## src/design/pel_pkg.sv

```systemverilog
`default_nettype none
// ----------------------------------------------------------------------------
// pel_pkg - shared constants, types and helpers
// Sizes, state encodings and lane set-up functions for the pair entropy unit.
// ----------------------------------------------------------------------------
package pel_pkg;

  localparam int NUM_GENES   = 32;
  localparam int MAX_SAMPLES = 65535;

  localparam int SOL_W  = 32;
  localparam int GIDX_W = 5;
  localparam int CNT_W  = 16;
  localparam int GENE_W = $clog2(NUM_GENES);

  // counter banks
  localparam int LANES  = 4;
  localparam int LANE_W = $clog2(LANES);
  localparam int PAIRS  = NUM_GENES * (NUM_GENES - 1) / 2;
  localparam int ROWS   = (PAIRS + LANES - 1) / LANES;
  localparam int ROWA_W = (ROWS > 1) ? $clog2(ROWS) : 1;
  localparam int ROWC_W = $clog2(ROWS + 1);

  // arithmetic
  localparam int M_W     = 32;
  localparam int C_W     = CNT_W + 2;
  localparam int LOG_E_W = $clog2(C_W);
  localparam int FRAC_W  = 24;
  localparam int Q_FRAC  = 16;
  localparam int L_W     = LOG_E_W + Q_FRAC + 1;
  localparam int P_W     = C_W + L_W;
  localparam int ACC_W   = P_W + 2;
  localparam int SACC_W  = ACC_W + 2;
  localparam int DVS_W   = SACC_W;
  localparam int DVD_W   = DVS_W + Q_FRAC;
  localparam int DIST_W  = 17;
  localparam int ONE_Q16 = 65536;
  localparam int TWO_Q16 = 131072;
  localparam int NUM_TERMS = 9;
  localparam int TERM_W    = $clog2(NUM_TERMS);

  localparam logic OP_ADD   = 1'b0;
  localparam logic OP_QUERY = 1'b1;

  typedef logic [3:0][CNT_W-1:0] cnt_row_t;

  typedef struct packed {
    logic              add_start;
    logic              rd_en;
    logic [ROWA_W-1:0] rd_row;
  } lane_cmd_t;

  typedef enum logic [3:0] {
    T_IDLE, T_ADD, T_RD, T_RDW, T_TERM, T_TWAIT, T_DIV, T_DWAIT, T_OUT
  } top_state_t;

  typedef enum logic [2:0] {
    LG_IDLE, LG_SQ, LG_RND, LG_MUL, LG_DONE
  } log_state_t;

  // first pair (a, b) of the contiguous block of pairs that a lane owns
  function automatic logic [2*GENE_W-1:0] lane_start(input int l);
    int s;
    logic found;
    logic [2*GENE_W-1:0] r;
    s = l * ROWS;
    found = 1'b0;
    r = '0;
    for (int i = 0; i < NUM_GENES; i++) begin
      if (!found) begin
        if (s < NUM_GENES - 1 - i) begin
          r = {GENE_W'(i), GENE_W'(i + 1 + s)};
          found = 1'b1;
        end else begin
          s = s - (NUM_GENES - 1 - i);
        end
      end
    end
    return r;
  endfunction

  function automatic logic [ROWC_W-1:0] lane_rows(input int l);
    int r;
    r = PAIRS - l * ROWS;
    if (r < 0) r = 0;
    if (r > ROWS) r = ROWS;
    return ROWC_W'(r);
  endfunction

  // genes beyond the solution width read as zero
  function automatic logic gene_bit(input logic [SOL_W-1:0] sol,
                                    input logic [GENE_W-1:0] g);
    logic r;
    r = 1'b0;
    for (int i = 0; i < SOL_W; i++) begin
      if (int'(g) == i) r = sol[i];
    end
    return r;
  endfunction

endpackage
`default_nettype wire

```

## src/design/pel_log.sv

```systemverilog
`default_nettype none
// ----------------------------------------------------------------------------
// pel_log - c * log2(c) unit
// Normalises c, makes 24 fraction bits by repeated squaring, rounds to Q.16
// and multiplies by c, one term at a time.
// ----------------------------------------------------------------------------
module pel_log (
  input  wire logic                      clk,
  input  wire logic                      rst,
  input  wire logic                      start,
  input  wire logic [pel_pkg::C_W-1:0]   c,
  output logic                           done,
  output logic [pel_pkg::P_W-1:0]        clogc
);

  pel_pkg::log_state_t st, st_next;

  logic [pel_pkg::C_W-1:0]     c_q;
  logic [pel_pkg::LOG_E_W-1:0] e, e_in;
  logic [pel_pkg::M_W-1:0]     m, m_in, cx;
  logic [pel_pkg::FRAC_W-1:0]  frac;
  logic [4:0]                  k;
  logic [pel_pkg::L_W-1:0]     lval;
  logic [2*pel_pkg::M_W-1:0]   sq;
  logic [pel_pkg::M_W:0]       sh;
  logic [pel_pkg::FRAC_W:0]    rnd;

  always_comb begin
    e_in = '0;
    for (int i = 0; i < pel_pkg::C_W; i++) begin
      if (c[i]) e_in = pel_pkg::LOG_E_W'(i);
    end
  end

  assign cx   = pel_pkg::M_W'(c);
  assign m_in = cx << (pel_pkg::LOG_E_W'(pel_pkg::M_W - 1) - e_in);
  assign sq   = (2 * pel_pkg::M_W)'(m) * (2 * pel_pkg::M_W)'(m);
  assign sh   = sq[2*pel_pkg::M_W-1:pel_pkg::M_W-1];
  assign rnd  = (pel_pkg::FRAC_W + 1)'(frac) + (pel_pkg::FRAC_W + 1)'(128);

  always_comb begin
    st_next = st;
    case (st)
      pel_pkg::LG_IDLE: if (start) st_next = pel_pkg::LG_SQ;
      pel_pkg::LG_SQ:   if (int'(k) == pel_pkg::FRAC_W - 1) st_next = pel_pkg::LG_RND;
      pel_pkg::LG_RND:  st_next = pel_pkg::LG_MUL;
      pel_pkg::LG_MUL:  st_next = pel_pkg::LG_DONE;
      pel_pkg::LG_DONE: st_next = pel_pkg::LG_IDLE;
      default:          st_next = pel_pkg::LG_IDLE;
    endcase
  end

  always_comb begin
    done = (st == pel_pkg::LG_DONE);
  end

  always_ff @(posedge clk) begin
    if (rst) st <= pel_pkg::LG_IDLE;
    else     st <= st_next;
  end

  always_ff @(posedge clk) begin
    case (st)
      pel_pkg::LG_IDLE: begin
        c_q  <= c;
        e    <= e_in;
        m    <= m_in;
        frac <= '0;
        k    <= '0;
      end
      pel_pkg::LG_SQ: begin
        k <= k + 5'd1;
        if (sh[pel_pkg::M_W]) begin
          frac <= {frac[pel_pkg::FRAC_W-2:0], 1'b1};
          m    <= sh[pel_pkg::M_W:1];
        end else begin
          frac <= {frac[pel_pkg::FRAC_W-2:0], 1'b0};
          m    <= sh[pel_pkg::M_W-1:0];
        end
      end
      pel_pkg::LG_RND: lval <= (pel_pkg::L_W'(e) << pel_pkg::Q_FRAC)
                      + pel_pkg::L_W'(rnd[pel_pkg::FRAC_W:pel_pkg::FRAC_W-pel_pkg::Q_FRAC]);
      pel_pkg::LG_MUL: clogc <= pel_pkg::P_W'(c_q) * pel_pkg::P_W'(lval);
      default: ;
    endcase
  end

endmodule
`default_nettype wire

```

## config.mk

```make
export PLATFORM = sky130hd
export DESIGN_NAME = pel_log
export DESIGN_NICKNAME = d
export VERILOG_FILES = /design/src/design/pel_pkg.sv /design/src/design/pel_log.sv
export SDC_FILE = /design/constraint.sdc
export NUM_CORES = 2
export LEC_CHECK = 0
export BUFFER_PORTS_ARGS = -buffer_cell sky130_fd_sc_hd__buf_4
export CAP_MARGIN = 20
export CORE_AREA = 10 10 358 360
export DETAILED_ROUTE_END_ITERATION = 16
export DIE_AREA = 0 0 368 370
export PLACE_DENSITY = 0.54
export SYNTH_ARGS = -nofsm -noshare
export SYNTH_HDL_FRONTEND = slang
export SYNTH_SLANG_ARGS = --single-unit
export TNS_END_PERCENT = 100
```

## constraint.sdc

```tcl
create_clock -name clk -period 9 [get_ports clk]
set_input_delay 2.25 -clock clk [delete_from_list [all_inputs] [get_ports clk]]
set_output_delay 2.25 -clock clk [all_outputs]
set_load 0.05 [all_outputs]
```

==> results.txt <==
----------------------------------------------------
[Timing]
  Hold violation count in the final report ... 0
  Total negative slack for setup checks ... 0 ns
  Crit path setup slack, layout ... 0.404 ns
  Hold slack final ... 0.556 ns
  Setup violators final ... 0
  Slew margin rel. ... 26.2%
  Post-layout min period ... 8.60 ns
  Fmax ... 0.116 GHz
  Slew @ Worst Pin ... 1.11 ns
  Unrepaired setup endpoints after global routing ... no
  Final max-slew violation count ... 0
  Fin crit share ... 95.5%
  Clk_skew ... 0.0104 ns

[Synth]
  Synth top area share ... 46.3%
  Net count after synthesis ... 6598
  Seq cells post-synth ... 149
  YS warnings ... 0
  Cell type with the largest total area after synthesis ... sky130_fd_sc_hd__fa_1
  Post-synth design cell area ... 48000 um^2
  Share of synthesized registers carrying an async set or reset ... 0%
  Most frequently used flop master after synthesis ... sky130_fd_sc_hd__edfxtp_1
  Leading post-synthesis cells by cell area ... sky130_fd_sc_hd__fa_1 46%, sky130_fd_sc_hd__ha_1 11%, sky130_fd_sc_hd__inv_1 10%
  Proportion of synthesized chip area in sequential cells ... 9.26%
  Synthesized instance count ... 5048
  Number of distinct library cells after synthesis ... 79
  Number of synthesized flops with an enable pin ... 146
  Mean instance size in the synthesized netlist ... 9.51 um^2

[Cells and area]
  Fill cells ... 12112
  Net count, final ... 6602
  Register area ... 4440 um^2
  Area used by multi-input combinational logic ... 37700 um^2
  Area growth from synthesis to layout ... 7.30%
  Proportion of layout cells with a drive suffix above 1 ... 5.37%
  Design area ... 51500 um^2

[GRT]
  Number of antenna violations at the first check in global routing ... 14
  Global route hottest layer ... met2
  First-pass GRT wire length ... 202000 um
  Global-route usage over all layers ... 18.8%
  Met3 usage ... 3.59%
  Remaining Overflow, GRT ... 0
  Met2 global-route usage ... 30.6%
  Fraction of met1 tracks used by global routing ... 26.2%
  Number of global-route vias before repair ... 35779
  Pin count of the biggest net entering global routing ... 87

[Setup path]
  Worst Setup End Kind ... flop
  Endpoint of the lowest-slack register-to-register path ... m[3]
  Family with the most delay on the worst path ... adder cells
  Critical path capture point ... m[3]
  Register-to-register path setup slack ... 0.40 ns
  Category of the most critical setup path ... flop to flop
  Most frequent cell on the critical path ... sky130_fd_sc_hd__fa_1
  Cell depth of the worst setup path ... 30
  Depth of the worst register-to-register path ... 30
  Worst path buffer plus inverter count ... 9
  Worst Path Max Fanout ... 20
  Endpoint required time on the critical path ... 9.26 ns
  Slowest CP cell ... sky130_fd_sc_hd__edfxtp_1
  Reg2reg start ... m[2]
  Source of the critical timing path ... m[2]
  Largest stage delay on the critical path ... 0.61 ns
  Kind of start point of the critical path ... flop
  Data arrival time at the worst-slack endpoint ... 8.86 ns

[Detailed routing]
  Pre-Repair DR Iteration Count ... 7
  DRC violations left ... 0
  Drt initial violations ... 2002
  Routed WL per cell ... 18.7 um
  Antenna violation net count after detailed routing ... 0
  Aggregate routed wire length ... 125000 um
  Vias/cell ... 4.90
  Via Count ... 32813

[Floorplan]
  I/O pin total ... 62
  X dimension of the die ... 368 um
  Full die area ... 136000 um^2
  # rows ... 128
  Core area ... 121000 um^2
  Effective utilization at floorplan ... 39.6%
  Die span in y ... 370 um

[CTS]
  Clock latency on the worst-skew pair ... 0.46 ns
  Number of hold-repair buffers added at the cts stage ... 0
  CTS HTree Levels ... 4
  Sinks on the clock net ... 149
  Clock Path Buffers ... 2
  CTS clock-pin slew for the worst setup and hold paths ... 0.07 ns
  CTS buffer count ... 17
  Buffer cell driving the clock tree root ... sky130_fd_sc_hd__clkbuf_16
  Clock tree from TritonCTS ... done

[Hold path]
  HP Class ... flop to flop

[Placed design]
  Placer congestion estimate ... 0.956
  Port-buffer cells ... 61
  Total cell area at the placement stage ... 50600 um^2
  Setup slack at placement ... -0.0435 ns
  Sum of net half-perimeters after detailed placement ... 103000 um

[Status]
  Status ... finished, final reports clean

[Flow run]
  Number of violations of the max-capacitance limit ... 0

----------------------------------------------------
[worst register-to-register path: cells and delay by family (launching register included)]
family	cells	cell delay [ns]
adder cells (fa/ha/maj)	9	3.98
AO/OA/AOI/OAI	6	1.53
buffers and inverters	9	1.24
AND/OR/NAND/NOR	6	1.04
flip-flops	1	0.61
[cells by family (layout without fill, tap and decap cells)]
family                     Yosys count  in the layout  share of synthesized area (%)
adders and majority gates         1529           1529                           57.2
and+or+nand+nor                   1292           1292                           13.0
muxes                               26             26                          0.831
AOI/OAI and AO/OA                  375            375                           5.21
xor gates and xnor gates           127            127                           2.32
other                                0              2                              0
buffers and inverters             1550           1567                           12.2
DFF                                149            149                           9.26
[worst min path at each step]
stage              end    start  cells after the start
2_1_floorplan    st[0]    st[2]                      1
3_3_place_gp   frac[4]  frac[3]                      1
3_5_place_dp   frac[3]  frac[2]                      1
4_1_cts        frac[3]  frac[2]                      1
5_1_grt        frac[3]  frac[2]                      1
6_report       frac[7]  frac[6]                      1
[Yosys cell counts, types with 5 or more instances]
cell,number
sky130_fd_sc_hd__or2_2,11
sky130_fd_sc_hd__nor2b_1,12
sky130_fd_sc_hd__nand2b_1,10
sky130_fd_sc_hd__mux2_2,5
sky130_fd_sc_hd__a21o_1,40
sky130_fd_sc_hd__a21oi_1,118
sky130_fd_sc_hd__nor3_1,20
sky130_fd_sc_hd__nand3_1,48
sky130_fd_sc_hd__mux2i_1,11
sky130_fd_sc_hd__nand2_1,620
sky130_fd_sc_hd__or3_1,5
sky130_fd_sc_hd__o31ai_1,13
sky130_fd_sc_hd__xor2_1,51
sky130_fd_sc_hd__o21a_1,11
sky130_fd_sc_hd__mux4_2,8
sky130_fd_sc_hd__buf_2,7
sky130_fd_sc_hd__a221oi_1,11
sky130_fd_sc_hd__a31oi_1,21
sky130_fd_sc_hd__o21ai_0,50
sky130_fd_sc_hd__inv_1,1341
sky130_fd_sc_hd__clkbuf_1,194
sky130_fd_sc_hd__o21bai_1,19
sky130_fd_sc_hd__fa_1,1111
sky130_fd_sc_hd__nor4_1,7
sky130_fd_sc_hd__a31o_2,13
sky130_fd_sc_hd__o211ai_1,12
sky130_fd_sc_hd__nor2_1,103
sky130_fd_sc_hd__ha_1,418
sky130_fd_sc_hd__nand4_1,19
sky130_fd_sc_hd__a211oi_1,15
sky130_fd_sc_hd__edfxtp_1,146
sky130_fd_sc_hd__and2_1,376
sky130_fd_sc_hd__xnor2_1,76
sky130_fd_sc_hd__and3_1,41
[timing repair]
item                       4_1_cts  5_1_grt
setup endpoints to repair        1       33
resized for setup                0        2
buffers inserted                 6       19
pin swaps                        0        0
[state kept, by name (all words and copies together) (netlist names)]
| register | cells |
|---|---|
| frac | 24 |
| clogc | 40 |
| c_q | 18 |
| lval | 22 |
| k | 5 |
| e | 5 |
| m | 32 |
| st | 3 |
[layout make-up]
class                           count  share of cell area (%)
Tap cell                         1625                    3.95
Multi-Input combinational cell   3349                    73.3
Clock buffer                       17                   0.826
Clock inverter                     15                   0.347
Sequential cell                   149                    8.63
Timing Repair Buffer              192                    3.20
Antenna cell                        2                 0.00972
Inverter                         1343                    9.79
[layout by cell type (no fill, tap or decap), drive strengths merged, types with 14 or more instances in the layout]
cell type and n:
inv 1349, fa 1111, nand2 620, ha 418, and2 377, buf 192
edfxtp 146, a21oi 118, nor2 104, xnor2 76, o21ai 52, xor2 51
nand3 48, and3 41, a21o 40, a31oi 21, nor3 20, o21bai 19
nand4 19, clkbuf 17, a211oi 15, o31ai 14
[metrics by stage]
stage                     util [%]  instances
final                         42.5       6692
after global routing          42.5       6690
after CTS                     42.3       6670
after floorplan                  -       5048
after global placement        41.7       6631
after detailed placement      41.8       6632
[metal layers]
layer  up-vias  wire [um]
met5         -        105
met4        18       1830
met3       121       7480
met2       676      58800
met1     16932      56700
li1      15066          -
Power is left out: the tool's default activity adds up to more than one toggle a clock period on the data nets, which glitch-free logic cannot reach.
