$ cat config.mk
export PLATFORM = sky130hd
export DESIGN_NAME = pel_div
export DESIGN_NICKNAME = d
export VERILOG_FILES = /design/src/design/pel_pkg.sv /design/src/design/pel_div.sv
export SDC_FILE = /design/constraint.sdc
export NUM_CORES = 1
export LEC_CHECK = 0
export BUFFER_PORTS_ARGS = -buffer_cell sky130_fd_sc_hd__buf_2
export CORE_MARGIN = 5
export CORE_UTILIZATION = 50
export CTS_CLUSTER_SIZE = 40
export DETAILED_ROUTE_END_ITERATION = 10
export PLACE_DENSITY = 0.7
export SLEW_MARGIN = 20
export SYNTH_ARGS = -nofsm -noshare
export SYNTH_HDL_FRONTEND = slang
export SYNTH_SLANG_ARGS = --single-unit
$ cat constraint.sdc
create_clock -name clk -period 4.2 [get_ports clk]
set_input_delay 0.42 -clock clk [delete_from_list [all_inputs] [get_ports clk]]
set_output_delay 0.42 -clock clk [all_outputs]
set_load 0.005 [all_outputs]
$ cat src/design/pel_pkg.sv
`default_nettype none
// ----------------------------------------------------------------------------
// pel_pkg - shared constants, types and helpers
// Sizes, state encodings and lane set-up functions for the pair entropy unit.
// ----------------------------------------------------------------------------
package pel_pkg;

  localparam int NUM_GENES   = 32;
  localparam int MAX_SAMPLES = 65535;

  localparam int SOL_W  = 32;
  localparam int GIDX_W = 5;
  localparam int CNT_W  = 16;
  localparam int GENE_W = $clog2(NUM_GENES);

  // counter banks
  localparam int LANES  = 4;
  localparam int LANE_W = $clog2(LANES);
  localparam int PAIRS  = NUM_GENES * (NUM_GENES - 1) / 2;
  localparam int ROWS   = (PAIRS + LANES - 1) / LANES;
  localparam int ROWA_W = (ROWS > 1) ? $clog2(ROWS) : 1;
  localparam int ROWC_W = $clog2(ROWS + 1);

  // arithmetic
  localparam int M_W     = 32;
  localparam int C_W     = CNT_W + 2;
  localparam int LOG_E_W = $clog2(C_W);
  localparam int FRAC_W  = 24;
  localparam int Q_FRAC  = 16;
  localparam int L_W     = LOG_E_W + Q_FRAC + 1;
  localparam int P_W     = C_W + L_W;
  localparam int ACC_W   = P_W + 2;
  localparam int SACC_W  = ACC_W + 2;
  localparam int DVS_W   = SACC_W;
  localparam int DVD_W   = DVS_W + Q_FRAC;
  localparam int DIST_W  = 17;
  localparam int ONE_Q16 = 65536;
  localparam int TWO_Q16 = 131072;
  localparam int NUM_TERMS = 9;
  localparam int TERM_W    = $clog2(NUM_TERMS);

  localparam logic OP_ADD   = 1'b0;
  localparam logic OP_QUERY = 1'b1;

  typedef logic [3:0][CNT_W-1:0] cnt_row_t;

  typedef struct packed {
    logic              add_start;
    logic              rd_en;
    logic [ROWA_W-1:0] rd_row;
  } lane_cmd_t;

  typedef enum logic [3:0] {
    T_IDLE, T_ADD, T_RD, T_RDW, T_TERM, T_TWAIT, T_DIV, T_DWAIT, T_OUT
  } top_state_t;

  typedef enum logic [2:0] {
    LG_IDLE, LG_SQ, LG_RND, LG_MUL, LG_DONE
  } log_state_t;

  // first pair (a, b) of the contiguous block of pairs that a lane owns
  function automatic logic [2*GENE_W-1:0] lane_start(input int l);
    int s;
    logic found;
    logic [2*GENE_W-1:0] r;
    s = l * ROWS;
    found = 1'b0;
    r = '0;
    for (int i = 0; i < NUM_GENES; i++) begin
      if (!found) begin
        if (s < NUM_GENES - 1 - i) begin
          r = {GENE_W'(i), GENE_W'(i + 1 + s)};
          found = 1'b1;
        end else begin
          s = s - (NUM_GENES - 1 - i);
        end
      end
    end
    return r;
  endfunction

  function automatic logic [ROWC_W-1:0] lane_rows(input int l);
    int r;
    r = PAIRS - l * ROWS;
    if (r < 0) r = 0;
    if (r > ROWS) r = ROWS;
    return ROWC_W'(r);
  endfunction

  // genes beyond the solution width read as zero
  function automatic logic gene_bit(input logic [SOL_W-1:0] sol,
                                    input logic [GENE_W-1:0] g);
    logic r;
    r = 1'b0;
    for (int i = 0; i < SOL_W; i++) begin
      if (int'(g) == i) r = sol[i];
    end
    return r;
  endfunction

endpackage
`default_nettype wire

$ cat src/design/pel_div.sv
`default_nettype none
// ----------------------------------------------------------------------------
// pel_div - restoring divider
// Unsigned, one quotient bit per cycle.
// ----------------------------------------------------------------------------
module pel_div (
  input  wire logic                        clk,
  input  wire logic                        rst,
  input  wire logic                        start,
  input  wire logic [pel_pkg::DVD_W-1:0]   dividend,
  input  wire logic [pel_pkg::DVS_W-1:0]   divisor,
  output logic                             done,
  output logic [pel_pkg::DVD_W-1:0]        quotient
);

  localparam int CW = $clog2(pel_pkg::DVD_W + 1);

  logic                        busy;
  logic [CW-1:0]               cnt;
  logic [pel_pkg::DVS_W:0]     rem, rem2;
  logic [pel_pkg::DVS_W-1:0]   dvs;
  logic                        ge;

  assign rem2 = {rem[pel_pkg::DVS_W-1:0], quotient[pel_pkg::DVD_W-1]};
  assign ge   = rem2 >= {1'b0, dvs};

  always_ff @(posedge clk) begin
    if (rst) begin
      busy <= 1'b0;
      done <= 1'b0;
    end else begin
      done <= busy && int'(cnt) == pel_pkg::DVD_W - 1;
      if (start) busy <= 1'b1;
      else if (busy && int'(cnt) == pel_pkg::DVD_W - 1) busy <= 1'b0;
    end
  end

  always_ff @(posedge clk) begin
    if (start) begin
      rem      <= '0;
      dvs      <= divisor;
      quotient <= dividend;
      cnt      <= '0;
    end else if (busy) begin
      cnt      <= cnt + CW'(1);
      rem      <= ge ? rem2 - {1'b0, dvs} : rem2;
      quotient <= {quotient[pel_pkg::DVD_W-2:0], ge};
    end
  end

endmodule
`default_nettype wire

==> results of run 1 <==
## kinds of logic (layout without fill, tap and decap cells)
group,count (synthesis),count (layout),synth area share [%]
AOI/OAI and AO/OA,211,211,16.4
xor gates and xnor gates,39,39,3.90
adders and majority gates,46,46,6.66
buffers and inverters,97,266,4.50
DFF,156,156,47.6
muxes,92,92,11.5
and+or+nand+nor,184,184,9.51
## worst reg2reg max path, stage by stage (launching register included)
cell and delay [ns]:
edfxtp_1 0.36, inv_1 0.05, ha_1 0.22, fa_1 0.42, nor2b_1 0.16, o31a_1 0.24, o31ai_4 0.09, a21oi_2 0.25
a2111oi_4 0.14, o31a_4 0.33, o211a_1 0.22, nor3_1 0.26, mux2_4 0.33, a311oi_2 0.22
## power by group
part	internal [uW]	switching (uW)	leakage [uW]	total, uW
Sequential	1780	62.0	0.00146	1840
Combinational	305	381	0.00268	685
Clock	852	705	0.000290	1560
Total	2930	1150	0.00443	4080
## stage by stage
step,total power (uW),utilization (%),hold slack (ns)
2_1_floorplan,2300,-,0.447
3_3_place_gp,2540,56.8,0.468
3_5_place_dp,2550,56.8,0.478
4_1_cts,4120,60.3,0.142
5_1_grt,4270,60.3,0.142
6_report,4080,60.3,0.156
## state kept, by name (all words and copies together) (netlist names)
register  cells
done          1
busy          1
rem          44
quotient     60
dvs          44
cnt           6
## layer usage
layer | up-vias | track usage (%)
li1 | 3353 | -
met1 | 3203 | 28.3
met2 | 238 | 34.0
met3 | 21 | 8.74
met4 | 4 | 5.70
met5 | - | 0
## how the worst max path moves through the flow
stage | from | to | slack [ns] | cells past startpoint
after global routing | quotient[59]$_DFFE_PP_ | rem[36]$_SDFFE_PP0P_ | 0.63 | 13
after detailed placement | quotient[59]$_DFFE_PP_ | rem[36]$_SDFFE_PP0P_ | 0.86 | 13
after floorplan | quotient[59]$_DFFE_PP_ | rem[36]$_SDFFE_PP0P_ | 1.12 | 13
after CTS | quotient[59]$_DFFE_PP_ | rem[36]$_SDFFE_PP0P_ | 0.81 | 13
final | quotient[59]$_DFFE_PP_ | rem[36]$_SDFFE_PP0P_ | 0.82 | 13
after global placement | dvs[3]$_DFFE_PP_ | rem[13]$_SDFFE_PP0P_ | 0.93 | 13
## cell type report
| class | count | area share, % |
|---|---|---|
| clock buffer | 17 | 4.09 |
| tap | 225 | 2.71 |
| timing repair buffer | 180 | 9.12 |
| inverter | 54 | 1.95 |
| multi-input combinational | 572 | 40.4 |
| sequential | 156 | 40.1 |
| clock inverter | 15 | 1.67 |
## synthesized netlist by cell type (all sizes together), types with 13 or more instances
cell and number:
dfxtp 52, a211oi 13, inv 54, nand2 70, o21ai 60, edfxtp 104, clkbuf 33, ha 45
mux2i 28, a21o 26, nor2 53, nand4 18, a21oi 51, mux2 64, xor2 19, xnor2 20
==> impl_metrics.json, run 1 <==
{
  "cp_num_buf_inv": 1,
  "drt_iter0_markers": 399,
  "slew_headroom_pct": 63.1,
  "synth-seq-cells": 156,
  "hold_path.class": "input port to flop",
  "mostFrequentLayoutCells": "166 x buf_2, 104 x edfxtp_1, 70 x nand2_1",
  "pin_count": 168,
  "cts_buffer_depth": 2,
  "max_freq_ghz": 0.296,
  "grt_max_degree": 46,
  "ys_top_cells_by_area": "edfxtp_1 36%, dfxtp_1 12%, mux2_2 7.8%",
  "critPathKind": "flop to flop",
  "ys_seq_area_share_pct": 47.6,
  "vias_per_cell": 5.59,
  "gp_congestion": 0.887,
  "fp.dieW_um": 142,
  "setup_violations": 0,
  "synthDistinctLibCells": 65,
  "r2r-end": "rem[36]$_SDFFE_PP0P_",
  "postCtsSetupBuffers": 0,
  "timing.rr.start": "quotient[59]$_DFFE_PP_",
  "worst_pin_slew_ns": 0.548,
  "grt_pass1_vias": 6811,
  "period_share_pct": 80.5,
  "area_growth_pct": 18.8,
  "fillers": 1430,
  "place_area_um2": 9800,
  "ant_nets": 0,
  "synthesis.area_um2": 8750,
  "initial_utilization_pct": 50.8,
  "cpLargestDelayFamily": "compound AO/OA/AOI/OAI gates",
  "min_from": "rst",
  "finalCriticalPeriod_ns": 3.38,
  "synth_top_area_share_pct": 35.7,
  "yosysTopAreaCell": "edfxtp_1",
  "clk_pin_slew_ns": 0.07,
  "arrival_ns": 3.72,
  "dieArea_um2": 20200,
  "synth_edf_count": 104,
  "leakage_uw": 0.00443,
  "skew_ns": 0.00946,
  "first_pass_iters": 7,
  "ys_warn_count": 0,
  "pre_cts_ws_ns": 0.857,
  "dieHeight_um": 142,
  "worst_setup_path_start_kind": "flop",
  "top_layer": "met5",
  "syn_area_per_cell_um2": 10.6,
  "layout.cells.non_filler": 1219,
  "critPathMaxFanout": 4,
  "cts_tree": "yes",
  "worstSetupEndpointType": "flop",
  "maxSlewViolCount": 0,
  "clk-insertion-delay-late_ns": 0.43,
  "dp_hpwl_um": 15800,
  "htreeDepth": 4,
  "finalSetupTns_ns": 0,
  "cts_resized": 0,
  "ir_worst_vdd_v": 0.000288,
  "min_to": "done$_SDFF_PP0_",
  "fin_ws_ns": 0.820,
  "crit_chain": "inv_1 > ha_1 > fa_1 > nor2b_1 > o31a_1 > o31ai_4 > a21oi_2 > a2111oi_4 > o31a_4 > o211a_1 > nor3_1 > mux2_4 > a311oi_2",
  "stdcell_area_um2": 10400,
  "drt_wl_total_um": 21400,
  "rsz0062_at_grt": "no",
  "rrSetupSlack_ns": 0.82,
  "m1WireLength_um": 9190,
  "multiInputGateArea_um2": 4200,
  "vias": 6819,
  "reg2reg_depth": 13,
  "grt-ovfl-total": 0,
  "dr_wl_met3_um": 2040,
  "async_flop_share_pct": 0,
  "layout_commonest_cell": "buf_2",
  "p_per_area_nw_per_um2": 392,
  "drc": 0,
  "antenna_found_initial": 2,
  "wl_met2_um": 9890,
  "fp-row-count": 48,
  "wl_per_cell_um": 17.6,
  "synthCells": 825,
  "grt_pass1_wl_um": 35000,
  "placed_cells": 1187,
  "grt.total_usage_pct": 21.7,
  "cts.sinks": 156,
  "clockRootBuffer": "clkbuf_16",
  "status": "complete, no violations",
  "maxCapViolations": 0,
  "diodes": 0,
  "worstPathRequired_ns": 4.54,
  "drive_above_1_share_pct": 29.3,
  "cts-buffers-inserted": 17,
  "core_um2": 17200,
  "cts_hold_buf": 0,
  "slowest_delay_ns": 0.42,
  "seq_area_um2": 4160,
  "hold_viol_final": 0,
  "io_buffer_count": 167,
  "synth_ff_type": "edfxtp_1",
  "syn_nets": 978,
  "crit_path_top_delay_cell": "fa_1",
  "whs_path_depth": 2,
  "nets": 1134
}
(Power assumes the default switching activity.)
==> inputs of run 2 (changes only) <==
Settings changed: ABC_AREA set to 1, PLACE_DENSITY 0.7 to 0.72.
Clock period 4.2 ns to 2.7 ns, I/O delays scaled along.
==> impl_metrics.json, run 2 <==
{
  "r2r-end": "rem[34]$_SDFFE_PP0P_",
  "cp_num_buf_inv": 1,
  "synth_edf_count": 104,
  "cts_buffer_depth": 2,
  "synth_simple_gate_area_share_pct": 35.8,
  "dieHeight_um": 152,
  "layout_commonest_cell": "nand2_1",
  "whs_path_depth": 1,
  "mostFrequentLayoutCells": "626 x nand2_1, 230 x inv_1, 166 x buf_2",
  "synthDistinctLibCells": 39,
  "crit_path_top_delay_cell": "fa_1",
  "reg2reg_depth": 15,
  "synthXorXnorAreaFrac_pct": 1.99,
  "synthCells": 1458,
  "vias_per_cell": 4.96,
  "ys_seq_area_share_pct": 41.2,
  "drive_above_1_share_pct": 15.3,
  "initial_utilization_pct": 50.4,
  "syn_nets": 1611,
  "syn_area_per_cell_um2": 6.93,
  "slew_headroom_pct": 56.8,
  "hold_path.class": "input port to flop",
  "fp-row-count": 52,
  "finalSetupTns_ns": 0,
  "io_buffer_count": 167,
  "critPathMaxFanout": 4,
  "core_um2": 20000,
  "cts.sinks": 156,
  "synth_ff_type": "edfxtp_1",
  "cpLargestDelayFamily": "simple AND/OR/NAND/NOR gates",
  "maxSlewViolCount": 0,
  "rrSetupSlack_ns": 0.26,
  "setup_violations": 0,
  "m1WireLength_um": 12900,
  "synth_top_family_by_area": "simple AND/OR/NAND/NOR gates",
  "timing.rr.start": "quotient[59]$_DFFE_PP_",
  "synth-seq-cells": 156,
  "async_flop_share_pct": 0,
  "period_share_pct": 90.3,
  "worst_pin_slew_ns": 0.649,
  "ys_warn_count": 0,
  "synth_common_cells": "627 x nand2_1, 231 x inv_1, 105 x nand3_1, 104 x edfxtp_1, 77 x nor2_1",
  "ir_worst_vdd_v": 0.000370,
  "synthesis.area_um2": 10100,
  "clk-insertion-delay-late_ns": 0.43,
  "critPathKind": "flop to flop",
  "antenna_found_initial": 2,
  "ant_nets": 0,
  "clk_pin_slew_ns": 0.07,
  "worstPathRequired_ns": 3.02,
  "rsz0062_at_grt": "no",
  "dr_wl_met3_um": 2200,
  "worst_setup_path_start_kind": "flop",
  "htreeDepth": 4,
  "synth_compound_area_share_pct": 4.00,
  "cts-buffers-inserted": 17,
  "worstSetupEndpointType": "flop",
  "status": "complete, no violations",
  "gp_congestion": 1.03,
  "yosysMostFrequentCell": "nand2_1",
  "path_common_cell": "nand2_1",
  "cts_tree": "yes",
  "synth_fa_ha_area_share_pct": 5.77,
  "grt_pass1_wl_um": 46800,
  "area_growth_pct": 18.9,
  "drc": 0,
  "min_to": "dvs[16]$_DFFE_PP_",
  "dp_hpwl_um": 22100,
  "fillers": 1914,
  "wl_met2_um": 12600,
  "p_per_area_nw_per_um2": 504,
  "yosysTopAreaCell": "edfxtp_1",
  "largest_register_ffs": 60,
  "regMostFlops": "quotient",
  "finalCriticalPeriod_ns": 2.44,
  "grt.total_usage_pct": 24.7,
  "leakage_uw": 0.00645,
  "fp.dieW_um": 152,
  "slowest_delay_ns": 0.43,
  "arrival_ns": 2.76,
  "ys_top_cells_by_area": "edfxtp_1 31%, nand2_1 23%, dfxtp_1 10%",
  "post-route-util_pct": 60.0,
  "top_layer": "met5",
  "drt_iter0_markers": 739,
  "crit_chain": "inv_1 > ha_1 > fa_1 > nor2_1 > nand2_1 > nand3_1 > nand2_1 > nand2_2 > nand2_1 > nand2_1 > nand2_1 > nand3_1 > nand3_1 > nand2_1 > nand2_1",
  "postCtsSetupBuffers": 0,
  "min_from": "divisor[16]",
  "synth_mux_area_share_pct": 0,
  "multiInputGateArea_um2": 4820,
  "drt_wl_total_um": 28500,
  "grt_pass1_vias": 9430,
  "synth_top_area_share_pct": 30.9,
  "clockRootBuffer": "clkbuf_16",
  "first_pass_iters": 7,
  "nets": 1793,
  "grt_max_degree": 74,
  "hold_viol_final": 0,
  "dieArea_um2": 23200,
  "seq_area_um2": 4160,
  "max_freq_ghz": 0.410,
  "pin_count": 168,
  "top_regs": "quotient: 60 flops, dvs: 44 flops, rem: 44 flops",
  "skew_ns": 0.00999,
  "maxCapViolations": 0,
  "wl_per_cell_um": 14.8,
  "vias": 9544,
  "place_area_um2": 11200,
  "diodes": 0,
  "grt-ovfl-total": 0,
  "stdcell_area_um2": 12000
}
-- run 2: changes by cell type in the layout (fill, tap and decap cells not counted), sizes merged, moves of 26 or more --
| cell | before | now |
|---|---|---|
| inv | 63 | 253 |
| nand3b | 0 | 26 |
| nand2 | 70 | 635 |
| nor2 | 53 | 86 |
| a21o | 26 | 0 |
| mux2 | 64 | 0 |
| mux2i | 28 | 0 |
| o21ai | 60 | 30 |
| nand3 | 10 | 106 |
-- run 2: logic make-up (layout without fill, tap and decap cells) --
logic type	count (synthesis)	count (layout)
and+or+nand+nor	870	870
adders and majority gates	46	46
DFF	156	156
AOI/OAI and AO/OA	76	76
buffers and inverters	287	482
xor gates and xnor gates	23	23
-- run 2: repair_timing --
action,CTS,global route
endpoints found under the setup margin,0,1
hold endpoints to repair,14,0
resized for setup,0,1
hold buffers,14,0
-- run 2: per-stage QoR --
step / setup WS, ns / total power, uW / instances / hold slack, ns
6_report: 0.262 / 6060 / 1923 / 0.0156
4_1_cts: 0.230 / 6100 / 1923 / 0.000345
2_1_floorplan: 0.654 / 3240 / 1458 / 0.342
3_3_place_gp: 0.326 / 3560 / 1877 / 0.446
5_1_grt: 0.0551 / 6300 / 1923 / 0.000943
3_5_place_dp: 0.263 / 3560 / 1877 / 0.448
-- run 2: cell type report --
class	count	area share, %
inverter	253	7.90
multi-input combinational	1015	40.1
clock buffer	17	3.54
clock inverter	15	1.65
tap	270	2.81
timing repair buffer	197	9.35
sequential	156	34.7
-- run 2: worst max path at each step --
stage / start / endpoint / slack, ns / depth (start not counted)
detailed placement: quotient[59]$_DFFE_PP_ / rem[34]$_SDFFE_PP0P_ / 0.26 / 15
CTS: quotient[59]$_DFFE_PP_ / rem[34]$_SDFFE_PP0P_ / 0.23 / 15
global placement: quotient[59]$_DFFE_PP_ / rem[34]$_SDFFE_PP0P_ / 0.33 / 15
global route: quotient[59]$_DFFE_PP_ / rem[34]$_SDFFE_PP0P_ / 0.06 / 15
finish: quotient[59]$_DFFE_PP_ / rem[34]$_SDFFE_PP0P_ / 0.26 / 15
floorplan: quotient[59]$_DFFE_PP_ / rem[34]$_SDFFE_PP0P_ / 0.65 / 15
-- run 2: routing by layer --
| layer | vias to the layer above | track usage [%] |
|---|---|---|
| met3 | 53 | 5.71 |
| met1 | 4275 | 33.8 |
| met2 | 333 | 39.6 |
| met4 | 4 | 6.68 |
| met5 | - | 0 |
| li1 | 4879 | - |
-- run 2: power breakdown --
group | switching (uW) | total (uW) | internal [uW]
Sequential | 75.3 | 2810 | 2730
Combinational | 441 | 724 | 283
Clock | 1190 | 2530 | 1340
-- run 2: worst register-to-register path, cell delays in order (launching register included) --
cell and delay, ns:
edfxtp_1 0.35, inv_1 0.06, ha_1 0.23, fa_1 0.43, nor2_1 0.18, nand2_1 0.07
nand3_1 0.17, nand2_1 0.09, nand2_2 0.14, nand2_1 0.07, nand2_1 0.13, nand2_1 0.09
nand3_1 0.08, nand3_1 0.11, nand2_1 0.09, nand2_1 0.04
